File: src/hdl/ldfi_pkg.sv
// Package of the loop detector frame inductance unit: frame layout constants,
// register codes and reset values, controller/datapath structs, hex decoding.
// Depends on nothing; the CSR interface, controller, datapath, top level and checker use it.
`default_nettype none

package ldfi_pkg;

   localparam int FRAME_LENGTH_DEF = 56;
   localparam int LOOP_COUNT_DEF   = 4;
   localparam int MAX_LOOPS        = 4;
   localparam int FIRST_DIGIT      = 5;
   localparam int DIGITS_PER_CHANNEL = 12;
   localparam int DIV_STEPS        = 32;

   localparam logic [7:0] START_MARK = 8'h3C;
   localparam logic [7:0] END_MARK   = 8'h3E;

   localparam logic [3:0] D_CLK_FIRST = 4'd0;
   localparam logic [3:0] D_CLK_LAST  = 4'd7;
   localparam logic [3:0] D_PER_FIRST = 4'd8;
   localparam logic [3:0] D_PER_LAST  = 4'd11;

   localparam int CSR_IDX_W  = 2;
   localparam int CSR_DATA_W = 24;
   localparam logic [CSR_IDX_W-1:0] CSR_SCALE  = 2'd0;
   localparam logic [CSR_IDX_W-1:0] CSR_OFFSET = 2'd1;
   localparam logic [CSR_IDX_W-1:0] CSR_LANE   = 2'd2;

   localparam logic [23:0] SCALE_RESET  = 24'd6467101;
   localparam logic [19:0] OFFSET_RESET = 20'd150000;
   localparam logic [2:0]  LANE_RESET   = 3'd0;

   localparam logic [23:0] ROUND_HALF = 24'h800000;
   localparam logic [31:0] SAT_MAX    = 32'h7FFFFFFF;

   typedef struct packed {
      logic       accept;
      logic       div_step;
      logic       square;
      logic       mul_lo;
      logic       mul_hi;
      logic       sum;
      logic       write;
      logic       emit;
      logic [1:0] emit_idx;
      logic       emit_last;
   } cmd_type;

   typedef struct packed {
      logic start_calc;
      logic frame_good;
      logic out_free;
   } status_type;

   function automatic logic [3:0] digit_value(input logic [7:0] b);
      logic [7:0] v;
      v = 8'd0;
      if (b inside {[8'h30:8'h39]}) begin
         v = b - 8'h30;
      end else if (b inside {[8'h41:8'h46]}) begin
         v = b - 8'h37;
      end else if (b inside {[8'h61:8'h66]}) begin
         v = b - 8'h57;
      end
      return v[3:0];
   endfunction

endpackage

`default_nettype wire

File: src/hdl/ldfi_req_if.sv
// Request channel of the loop detector frame inductance unit: one received byte.
// Depends on nothing.
`default_nettype none

interface ldfi_req_if;
   logic       valid;
   logic       ready;
   logic [7:0] rx_byte;

   modport source (output valid, output rx_byte, input ready);
   modport sink (input valid, input rx_byte, output ready);
   modport monitor (input valid, input rx_byte, input ready);
endinterface

`default_nettype wire

File: src/hdl/ldfi_rsp_if.sv
// Result channel of the loop detector frame inductance unit: one channel value.
// Depends on nothing.
`default_nettype none

interface ldfi_rsp_if;
   logic               valid;
   logic               ready;
   logic [2:0]         lane_tag;
   logic [1:0]         channel_index;
   logic signed [31:0] inductance_nh;
   logic               no_period_count;
   logic               last_channel;

   modport source (output valid, output lane_tag, output channel_index,
                   output inductance_nh, output no_period_count,
                   output last_channel, input ready);
   modport sink (input valid, input lane_tag, input channel_index,
                 input inductance_nh, input no_period_count,
                 input last_channel, output ready);
   modport monitor (input valid, input lane_tag, input channel_index,
                    input inductance_nh, input no_period_count,
                    input last_channel, input ready);
endinterface

`default_nettype wire

File: src/hdl/ldfi_csr_if.sv
// Configuration write channel of the loop detector frame inductance unit.
// Depends on ldfi_pkg for the index and data widths.
`default_nettype none

interface ldfi_csr_if;
   logic                             valid;
   logic                             ready;
   logic [ldfi_pkg::CSR_IDX_W-1:0]   index;
   logic [ldfi_pkg::CSR_DATA_W-1:0]  data;

   modport source (output valid, output index, output data, input ready);
   modport sink (input valid, input index, input data, output ready);
   modport monitor (input valid, input index, input data, input ready);
endinterface

`default_nettype wire

File: src/hdl/ldfi_ctrl.sv
// Controller of the loop detector frame inductance unit: sequences byte
// acceptance, the divide/square/scale steps and result emission.
// Depends on ldfi_pkg and ldfi_req_if.
`default_nettype none

module ldfi_ctrl #(
   parameter int LOOP_COUNT = ldfi_pkg::LOOP_COUNT_DEF
) (
   input  wire logic                 clock,
   input  wire logic                 reset,
   ldfi_req_if.sink                  req_ch,
   input  wire ldfi_pkg::status_type st,
   output ldfi_pkg::cmd_type         cmd
);

   localparam logic [2:0] S_IDLE = 3'd0;
   localparam logic [2:0] S_DIV  = 3'd1;
   localparam logic [2:0] S_SQ   = 3'd2;
   localparam logic [2:0] S_MLO  = 3'd3;
   localparam logic [2:0] S_MHI  = 3'd4;
   localparam logic [2:0] S_SUM  = 3'd5;
   localparam logic [2:0] S_WR   = 3'd6;
   localparam logic [2:0] S_EMIT = 3'd7;

   localparam logic [4:0] DIV_LAST  = 5'(ldfi_pkg::DIV_STEPS - 1);
   localparam logic [1:0] EMIT_LAST = 2'(LOOP_COUNT - 1);

   logic [2:0] state_ff, state_in;
   logic [4:0] cnt_ff, cnt_in;
   logic [1:0] em_ff, em_in;

   assign req_ch.ready = (state_ff == S_IDLE);

   always_comb begin
      state_in = state_ff;
      cnt_in   = cnt_ff;
      em_in    = em_ff;
      cmd      = '0;
      case (state_ff)
         S_IDLE: begin
            if (req_ch.valid) begin
               cmd.accept = 1'b1;
               if (st.start_calc) begin
                  state_in = S_DIV;
                  cnt_in   = 5'd0;
               end else if (st.frame_good) begin
                  state_in = S_EMIT;
                  em_in    = 2'd0;
               end
            end
         end
         S_DIV: begin
            cmd.div_step = 1'b1;
            cnt_in = cnt_ff + 5'd1;
            if (cnt_ff == DIV_LAST) begin
               state_in = S_SQ;
            end
         end
         S_SQ: begin
            cmd.square = 1'b1;
            state_in = S_MLO;
         end
         S_MLO: begin
            cmd.mul_lo = 1'b1;
            state_in = S_MHI;
         end
         S_MHI: begin
            cmd.mul_hi = 1'b1;
            state_in = S_SUM;
         end
         S_SUM: begin
            cmd.sum = 1'b1;
            state_in = S_WR;
         end
         S_WR: begin
            cmd.write = 1'b1;
            state_in = S_IDLE;
         end
         S_EMIT: begin
            if (st.out_free) begin
               cmd.emit      = 1'b1;
               cmd.emit_idx  = em_ff;
               cmd.emit_last = (em_ff == EMIT_LAST);
               em_in = em_ff + 2'd1;
               if (em_ff == EMIT_LAST) begin
                  state_in = S_IDLE;
               end
            end
         end
         default: begin
            state_in = S_IDLE;
         end
      endcase
   end

   always_ff @(posedge clock) begin
      if (reset) begin
         state_ff <= S_IDLE;
         cnt_ff   <= 5'd0;
         em_ff    <= 2'd0;
      end else begin
         state_ff <= state_in;
         cnt_ff   <= cnt_in;
         em_ff    <= em_in;
      end
   end

endmodule

`default_nettype wire

File: src/hdl/ldfi_dp.sv
// Datapath of the loop detector frame inductance unit: frame parser, hex
// accumulator, restoring divider, squarer, shared scale multiplier, result
// store, output register and configuration registers. Depends on ldfi_pkg
// and the ldfi_rsp_if and ldfi_csr_if interfaces.
`default_nettype none

module ldfi_dp #(
   parameter int FRAME_LENGTH = ldfi_pkg::FRAME_LENGTH_DEF,
   parameter int LOOP_COUNT   = ldfi_pkg::LOOP_COUNT_DEF
) (
   input  wire logic              clock,
   input  wire logic              reset,
   input  wire ldfi_pkg::cmd_type cmd,
   output ldfi_pkg::status_type   st,
   input  wire logic [7:0]        rx_byte,
   ldfi_rsp_if.source             rsp_ch,
   ldfi_csr_if.sink               csr_ch
);

   localparam logic [5:0] LAST_POS  = 6'(FRAME_LENGTH - 1);
   localparam logic [5:0] DIG_BEGIN = 6'(ldfi_pkg::FIRST_DIGIT);
   localparam logic [5:0] DIG_END   =
      6'(ldfi_pkg::FIRST_DIGIT + ldfi_pkg::DIGITS_PER_CHANNEL * LOOP_COUNT);

   logic [23:0] scale_ff;
   logic [19:0] offset_ff;
   logic [2:0]  lane_ff;

   logic        in_frame_ff, in_frame_in;
   logic [5:0]  pos_ff, pos_in;
   logic [3:0]  dig_ff, dig_in;
   logic [1:0]  chan_ff, chan_in;
   logic [31:0] acc_ff, acc_in;
   logic [31:0] hold_ff, hold_in;

   logic [15:0] per_ff;
   logic [1:0]  wr_ch_ff;
   logic [15:0] rem_ff;
   logic [31:0] quo_ff;
   logic [63:0] q2_ff;
   logic [55:0] a_ff;
   logic [55:0] b_ff;
   logic [40:0] v_ff;
   logic        sat_ff;

   logic [31:0] res_ff [ldfi_pkg::MAX_LOOPS];
   logic        zf_ff  [ldfi_pkg::MAX_LOOPS];

   logic        rsp_valid_ff;
   logic [2:0]  rsp_lane_ff;
   logic [1:0]  rsp_idx_ff;
   logic [31:0] rsp_val_ff;
   logic        rsp_zf_ff;
   logic        rsp_last_ff;

   logic        in_digits;
   logic        at_last;
   logic [3:0]  dv;
   logic [31:0] acc_new;
   logic [17:0] trial;
   logic        ge;
   logic [31:0] mul_op;
   logic [55:0] prod;
   logic [40:0] limit;
   logic [40:0] diff;

   assign in_digits = (pos_ff >= DIG_BEGIN) && (pos_ff < DIG_END);
   assign at_last   = (pos_ff >= LAST_POS);
   assign dv        = ldfi_pkg::digit_value(rx_byte);
   assign acc_new   = ((dig_ff == ldfi_pkg::D_CLK_FIRST) || (dig_ff == ldfi_pkg::D_PER_FIRST))
                      ? {28'd0, dv} : {acc_ff[27:0], dv};

   assign st.start_calc = in_frame_ff && in_digits && (dig_ff == ldfi_pkg::D_PER_LAST);
   assign st.frame_good = in_frame_ff && at_last && (rx_byte == ldfi_pkg::END_MARK);
   assign st.out_free   = !rsp_valid_ff || rsp_ch.ready;

   always_comb begin
      in_frame_in = in_frame_ff;
      pos_in      = pos_ff;
      dig_in      = dig_ff;
      chan_in     = chan_ff;
      acc_in      = acc_ff;
      hold_in     = hold_ff;
      if (cmd.accept) begin
         if (!in_frame_ff) begin
            if (rx_byte == ldfi_pkg::START_MARK) begin
               in_frame_in = 1'b1;
               pos_in      = 6'd1;
               dig_in      = 4'd0;
               chan_in     = 2'd0;
            end
         end else begin
            if (in_digits) begin
               acc_in = acc_new;
               if (dig_ff == ldfi_pkg::D_CLK_LAST) begin
                  hold_in = acc_new;
               end
               if (dig_ff == ldfi_pkg::D_PER_LAST) begin
                  dig_in  = 4'd0;
                  chan_in = chan_ff + 2'd1;
               end else begin
                  dig_in = dig_ff + 4'd1;
               end
            end
            if (at_last) begin
               in_frame_in = 1'b0;
               pos_in      = 6'd0;
               acc_in      = 32'd0;
            end else begin
               pos_in = pos_ff + 6'd1;
            end
         end
      end
   end

   always_ff @(posedge clock) begin
      if (reset) begin
         in_frame_ff <= 1'b0;
         pos_ff      <= 6'd0;
         dig_ff      <= 4'd0;
         chan_ff     <= 2'd0;
         acc_ff      <= 32'd0;
         hold_ff     <= 32'd0;
      end else begin
         in_frame_ff <= in_frame_in;
         pos_ff      <= pos_in;
         dig_ff      <= dig_in;
         chan_ff     <= chan_in;
         acc_ff      <= acc_in;
         hold_ff     <= hold_in;
      end
   end

   assign trial  = {1'b0, rem_ff, quo_ff[31]} - {2'b00, per_ff};
   assign ge     = !trial[17];
   assign mul_op = cmd.mul_hi ? q2_ff[63:32] : q2_ff[31:0];
   assign prod   = {32'd0, scale_ff} * {24'd0, mul_op};
   assign limit  = {9'd0, ldfi_pkg::SAT_MAX} + {21'd0, offset_ff};
   assign diff   = v_ff - {21'd0, offset_ff};

   always_ff @(posedge clock) begin
      if (cmd.accept && st.start_calc) begin
         per_ff   <= acc_new[15:0];
         wr_ch_ff <= chan_ff;
         quo_ff   <= hold_ff;
         rem_ff   <= 16'd0;
      end
      if (cmd.div_step) begin
         rem_ff <= ge ? trial[15:0] : {rem_ff[14:0], quo_ff[31]};
         quo_ff <= {quo_ff[30:0], ge};
      end
      if (cmd.square) begin
         q2_ff <= {32'd0, quo_ff} * {32'd0, quo_ff};
      end
      if (cmd.mul_lo) begin
         a_ff <= prod + {32'd0, ldfi_pkg::ROUND_HALF};
      end
      if (cmd.mul_hi) begin
         b_ff <= prod;
      end
      if (cmd.sum) begin
         v_ff   <= {9'd0, a_ff[55:24]} + {1'b0, b_ff[31:0], 8'd0};
         sat_ff <= |b_ff[55:32];
      end
      if (cmd.write) begin
         if (per_ff == 16'd0) begin
            res_ff[wr_ch_ff] <= 32'd0;
            zf_ff[wr_ch_ff]  <= 1'b1;
         end else begin
            zf_ff[wr_ch_ff] <= 1'b0;
            if (sat_ff || (v_ff > limit)) begin
               res_ff[wr_ch_ff] <= ldfi_pkg::SAT_MAX;
            end else begin
               res_ff[wr_ch_ff] <= diff[31:0];
            end
         end
      end
      if (cmd.emit) begin
         rsp_lane_ff <= lane_ff;
         rsp_idx_ff  <= cmd.emit_idx;
         rsp_val_ff  <= res_ff[cmd.emit_idx];
         rsp_zf_ff   <= zf_ff[cmd.emit_idx];
         rsp_last_ff <= cmd.emit_last;
      end
   end

   always_ff @(posedge clock) begin
      if (reset) begin
         rsp_valid_ff <= 1'b0;
      end else if (cmd.emit) begin
         rsp_valid_ff <= 1'b1;
      end else if (rsp_ch.ready) begin
         rsp_valid_ff <= 1'b0;
      end
   end

   assign rsp_ch.valid           = rsp_valid_ff;
   assign rsp_ch.lane_tag        = rsp_lane_ff;
   assign rsp_ch.channel_index   = rsp_idx_ff;
   assign rsp_ch.inductance_nh   = rsp_val_ff;
   assign rsp_ch.no_period_count = rsp_zf_ff;
   assign rsp_ch.last_channel    = rsp_last_ff;

   assign csr_ch.ready = 1'b1;

   always_ff @(posedge clock) begin
      if (reset) begin
         scale_ff  <= ldfi_pkg::SCALE_RESET;
         offset_ff <= ldfi_pkg::OFFSET_RESET;
         lane_ff   <= ldfi_pkg::LANE_RESET;
      end else if (csr_ch.valid) begin
         case (csr_ch.index)
            ldfi_pkg::CSR_SCALE: begin
               scale_ff <= csr_ch.data[23:0];
            end
            ldfi_pkg::CSR_OFFSET: begin
               offset_ff <= csr_ch.data[19:0];
            end
            ldfi_pkg::CSR_LANE: begin
               lane_ff <= csr_ch.data[2:0];
            end
            default: begin
            end
         endcase
      end
   end

endmodule

`default_nettype wire

File: src/hdl/loop_detector_frame_inductance_unit.sv
// A byte request is taken while the controller is idle; the byte that completes a
// channel's period count holds the input through the restoring divider, square,
// two scale partial products, sum and store write.
// A good end mark releases the frame's channel results one per cycle, when
// the output register is free; no byte is taken until the last one is loaded.
// Reset (synchronous) restores default registers and hunts for a start mark.
`default_nettype none

module loop_detector_frame_inductance_unit #(
   parameter int FRAME_LENGTH = ldfi_pkg::FRAME_LENGTH_DEF,
   parameter int LOOP_COUNT   = ldfi_pkg::LOOP_COUNT_DEF
) (
   input wire logic   clock,
   input wire logic   reset,
   ldfi_req_if.sink   req_ch,
   ldfi_rsp_if.source rsp_ch,
   ldfi_csr_if.sink   csr_ch
);

   ldfi_pkg::cmd_type    cmd;
   ldfi_pkg::status_type st;

   ldfi_ctrl #(
      .LOOP_COUNT(LOOP_COUNT)
   ) u_ctrl (
      .clock (clock),
      .reset (reset),
      .req_ch(req_ch),
      .st    (st),
      .cmd   (cmd)
   );

   ldfi_dp #(
      .FRAME_LENGTH(FRAME_LENGTH),
      .LOOP_COUNT  (LOOP_COUNT)
   ) u_dp (
      .clock  (clock),
      .reset  (reset),
      .cmd    (cmd),
      .st     (st),
      .rx_byte(req_ch.rx_byte),
      .rsp_ch (rsp_ch),
      .csr_ch (csr_ch)
   );

endmodule

`default_nettype wire

File: src/flat_wrapper.sv
// flat-port wrapper written by rule: the top's interface ports become plain ports
module loop_detector_frame_inductance_unit_flat 
#(
   parameter int FRAME_LENGTH = ldfi_pkg::FRAME_LENGTH_DEF,
   parameter int LOOP_COUNT   = ldfi_pkg::LOOP_COUNT_DEF
)
  (clock, reset, req_ch_valid, req_ch_rx_byte, req_ch_ready, rsp_ch_valid, rsp_ch_lane_tag, rsp_ch_channel_index, rsp_ch_inductance_nh, rsp_ch_no_period_count, rsp_ch_last_channel, rsp_ch_ready, csr_ch_valid, csr_ch_index, csr_ch_data, csr_ch_ready);
  ldfi_req_if req_ch_i ();
  ldfi_rsp_if rsp_ch_i ();
  ldfi_csr_if csr_ch_i ();
  input wire logic clock;
  input wire logic reset;
  input wire logic [$bits(req_ch_i.valid)-1:0] req_ch_valid;
  input wire logic [$bits(req_ch_i.rx_byte)-1:0] req_ch_rx_byte;
  output wire logic [$bits(req_ch_i.ready)-1:0] req_ch_ready;
  output wire logic [$bits(rsp_ch_i.valid)-1:0] rsp_ch_valid;
  output wire logic [$bits(rsp_ch_i.lane_tag)-1:0] rsp_ch_lane_tag;
  output wire logic [$bits(rsp_ch_i.channel_index)-1:0] rsp_ch_channel_index;
  output wire logic [$bits(rsp_ch_i.inductance_nh)-1:0] rsp_ch_inductance_nh;
  output wire logic [$bits(rsp_ch_i.no_period_count)-1:0] rsp_ch_no_period_count;
  output wire logic [$bits(rsp_ch_i.last_channel)-1:0] rsp_ch_last_channel;
  input wire logic [$bits(rsp_ch_i.ready)-1:0] rsp_ch_ready;
  input wire logic [$bits(csr_ch_i.valid)-1:0] csr_ch_valid;
  input wire logic [$bits(csr_ch_i.index)-1:0] csr_ch_index;
  input wire logic [$bits(csr_ch_i.data)-1:0] csr_ch_data;
  output wire logic [$bits(csr_ch_i.ready)-1:0] csr_ch_ready;
  assign req_ch_i.valid = req_ch_valid;
  assign req_ch_i.rx_byte = req_ch_rx_byte;
  assign req_ch_ready = req_ch_i.ready;
  assign rsp_ch_valid = rsp_ch_i.valid;
  assign rsp_ch_lane_tag = rsp_ch_i.lane_tag;
  assign rsp_ch_channel_index = rsp_ch_i.channel_index;
  assign rsp_ch_inductance_nh = rsp_ch_i.inductance_nh;
  assign rsp_ch_no_period_count = rsp_ch_i.no_period_count;
  assign rsp_ch_last_channel = rsp_ch_i.last_channel;
  assign rsp_ch_i.ready = rsp_ch_ready;
  assign csr_ch_i.valid = csr_ch_valid;
  assign csr_ch_i.index = csr_ch_index;
  assign csr_ch_i.data = csr_ch_data;
  assign csr_ch_ready = csr_ch_i.ready;
  loop_detector_frame_inductance_unit #(.FRAME_LENGTH(FRAME_LENGTH), .LOOP_COUNT(LOOP_COUNT)) u_core (.clock(clock), .reset(reset), .req_ch(req_ch_i), .rsp_ch(rsp_ch_i), .csr_ch(csr_ch_i));
endmodule
File: config.mk
export PLATFORM = sky130hd
export DESIGN_NAME = loop_detector_frame_inductance_unit_flat
export DESIGN_NICKNAME = d
export VERILOG_FILES = /design/src/hdl/ldfi_pkg.sv /design/src/hdl/ldfi_req_if.sv /design/src/hdl/ldfi_rsp_if.sv /design/src/hdl/ldfi_csr_if.sv /design/src/hdl/ldfi_ctrl.sv /design/src/hdl/ldfi_dp.sv /design/src/hdl/loop_detector_frame_inductance_unit.sv /design/src/flat_wrapper.sv
export SDC_FILE = /design/constraint.sdc
export NUM_CORES = 2
export LEC_CHECK = 0
export BUFFER_PORTS_ARGS = -buffer_cell sky130_fd_sc_hd__buf_4
export CORE_MARGIN = 5
export CORE_UTILIZATION = 54
export DETAILED_ROUTE_END_ITERATION = 7
export PLACE_DENSITY = 0.8
export SLEW_MARGIN = 20
export SYNTH_ARGS = -nofsm -noshare
export SYNTH_HDL_FRONTEND = slang
export SYNTH_SLANG_ARGS = --single-unit
File: constraint.sdc
create_clock -name clock -period 13.37 [get_ports clock]
set_clock_uncertainty 0.2 [all_clocks]
set_input_delay 1.337 -clock clock [delete_from_list [all_inputs] [get_ports clock]]
set_output_delay 1.337 -clock clock [all_outputs]
set_load 0.02 [all_outputs]
==> impl_metrics.yaml <==
clocking:
  post_cts_buffers: 0
  cts_tree: "yes"
  cts.repair.resized: 0
  cts_hold_buf: 0
  cts_sinks: 561
  cts-root-buf: "clkbuf_16"
  clk_latency_ns: 0.65
  htree_levels: 2
  path_clk_slew_ns: 0.07
  clockBufferDepth: 3
  cts_buffers: 54
logic_synthesis:
  yosysWarningCount: 0
  postSynthAreaPerCell_um2: 9.801
  synth_top_area_cell: "fa_1"
  yosys_register_bits: 561
  synthesis.nets: 10080
  synth_cell_type_count: 98
  async_reset_ff_frac: 0
  ys.flop_type: "edfxtp_1"
  yosysTopAreaCellShare: 0.3741
  ys_seq_area_frac: 0.1978
  synth_area_leaders: "fa_1 (37%), edfxtp_1 (16%), ha_1 (8.8%), inv_1 (8.6%), and2_1 (4.7%)"
  synth_edf_count: 430
  syn-cell-area_um2: 78550
  syn-instance-count: 8014
layout:
  fin_util: 0.5698
  final_cell_mix: "inv_1 (1800), fa_1 (1468), nand2_1 (954)"
  drive_gt1_frac: 0.04252
  multiInputGateArea_um2: 54960
  final_common_cell: "inv_1"
  ff_latch_area_um2: 15540
  nNetsFinal: 9941
  stdcell_count: 9845
  num-fill-cells: 11890
  postLayoutCellArea_um2: 82640
  area_growth_syn_to_layout_pct: 5.212
global_route:
  grt_pass1_vias: 61010
  overflow: 0
  grt.total_usage: 0.2740
  grt_pass1_wl_mm: 330.5
  grt_max_degree: 81
  grt_antenna_before_repair: 2
place:
  dpl.cell_count: 9740
  dpl_cell_area_um2: 80840
  dp_hpwl_mm: 154.5
  place_congestion: 0.9346
  io_buffers: 79
worst_setup_path:
  crit_top_cell: "fa_1"
  r2r_slack_ns: 2.99
  max_stage_delay_ns: 0.68
  worstPathArrival_ns: 10.56
  cpMaxStageDelayCell: "a2111oi_0"
  end_kind: "register"
  crit_fanout: 41
  critPathKind: "reg2reg"
  start_kind: "register"
  cp.required_ns: 13.54
floorplan:
  row_count: 140
  die-area_um2: 153200
  start_util: 0.5416
  die-height_um: 391.4
  fp.dieW_um: 391.4
  ios: 81
  coreArea_um2: 145000
sta:
  slew_violations: 0
  setup_viol: 0
  rsz0062_at_grt: "no"
  tns_ns: 0
  post-route-period-util: 0.7765
  fmaxAchievable_mhz: 96.32
  worst_slew_pin_slew_ns: 1.105
  fin_crit_ns: 10.38
  hold_violations: 0
  max_slew_margin: 0.2575
detailed_routing:
  wl_mm: 204.6
  viasPerCell: 5.666
  ant_nets: 0
  drtIter0Drc: 4409
  drc: 0
  first_pass_iters: 6
  wl_per_cell_um: 20.79
  dr_total_vias: 55780
outcome:
  status: "complete, no violations"
worst_hold_path:
  hold_path_class: "reg2reg"
job:
  max-cap-violations: 0
## synthesized netlist by cell type (18+ instances only)
cell type  number
inv_1        1800
fa_1         1468
nand2_1       956
and2_1        588
ha_1          554
edfxtp_1      430
clkbuf_1      335
a21oi_1       267
nor2_1        259
xnor2_1       143
dfxtp_1       131
o21ai_0       130
xor2_1         88
mux2i_1        85
a21o_1         78
nand3_1        67
nor2b_1        46
nor3_1         45
and3_1         42
nand4_1        39
mux2_2         35
o22ai_1        34
nand2b_1       32
nor4_1         25
o21bai_1       25
nand3b_1       23
nor3b_1        21
or3_1          20
o21a_1         19
a211oi_1       18
## flip-flops by register name, indices dropped and copies added, names as in the netlist, 20 cells and up
register and flops:
u_core.u_dp.quo_ff 32, u_core.u_dp.acc_ff 28, u_core.u_dp.offset_ff 20, u_core.u_dp.res_ff 128
u_core.u_dp.b_ff 56, u_core.u_dp.hold_ff 32, u_core.u_dp.rsp_ch.inductance_nh 32, u_core.u_dp.q2_ff 63
u_core.u_dp.v_ff 41, u_core.u_dp.scale_ff 24, u_core.u_dp.a_ff 32
## per-stage QoR
stage               hold slack, ns  setup slack (ns)
global placement            0.2031             3.293
finish                      0.2132             2.988
global route                0.2218             2.518
CTS                         0.2087             3.098
detailed placement          0.2057             3.130
floorplan                   0.2003             3.121
## worst paths after layout
| path | from | to | cells past startpoint |
|---|---|---|---|
| max reg2reg | u_core.u_ctrl.state_ff[0]$_SDFFE_PP0P_ | u_core.u_dp.a_ff[54]$_DFFE_PN_ | 28 |
| min | u_core.u_dp.a_ff[30]$_DFFE_PN_ | u_core.u_dp.v_ff[6]$_DFFE_PP_ | 0 |
| min reg2reg | u_core.u_dp.a_ff[30]$_DFFE_PN_ | u_core.u_dp.v_ff[6]$_DFFE_PP_ | 0 |
| max | u_core.u_ctrl.state_ff[0]$_SDFFE_PP0P_ | u_core.u_dp.a_ff[54]$_DFFE_PN_ | 28 |
## final cells by class
type | instances | area share
antenna | 3 | 0.00009084
clock buffer | 58 | 0.01653
clock inverter | 43 | 0.004890
inverter | 1808 | 0.08212
multi-input combinational | 5300 | 0.6651
sequential | 561 | 0.1881
tap | 1917 | 0.02902
timing repair buffer | 155 | 0.01417
## per-layer routing
| layer | share of wire | global-route usage |
|---|---|---|
| met1 | 0.37 | 0.3396 |
| met2 | 0.48 | 0.4636 |
| met3 | 0.093 | 0.05454 |
| met4 | 0.058 | 0.1284 |
| met5 | 0.000088 | 0 |
## critical path, delay by kind of cell, from the launching register on
kind                     cells  cell delay (ns)
buffers and inverters        5             0.76
multiplexers                 1             0.64
AO/OA/AOI/OAI                7             2.41
adder cells (fa/ha/maj)      8             3.91
XOR/XNOR                     2             0.43
AND/OR/NAND/NOR              5             1.18
flip-flops                   1             0.53
## kinds of logic (layout without fill, tap and decap cells)
| logic type | after synthesis | count (layout) | share of synthesized area |
|---|---|---|---|
| other cells | 1 | 4 | 0.00004774 |
| xor+xnor | 231 | 231 | 0.02576 |
| flops | 561 | 561 | 0.1978 |
| mux | 120 | 120 | 0.01585 |
| buf+inv | 2153 | 2064 | 0.1033 |
| simple gates | 2205 | 2205 | 0.1373 |
| fa+ha+maj | 2022 | 2022 | 0.4624 |
| compound gates | 721 | 721 | 0.05758 |
Power is not shown: default switching activity piles up to over one toggle a cycle in this logic, so the estimate is an artifact.
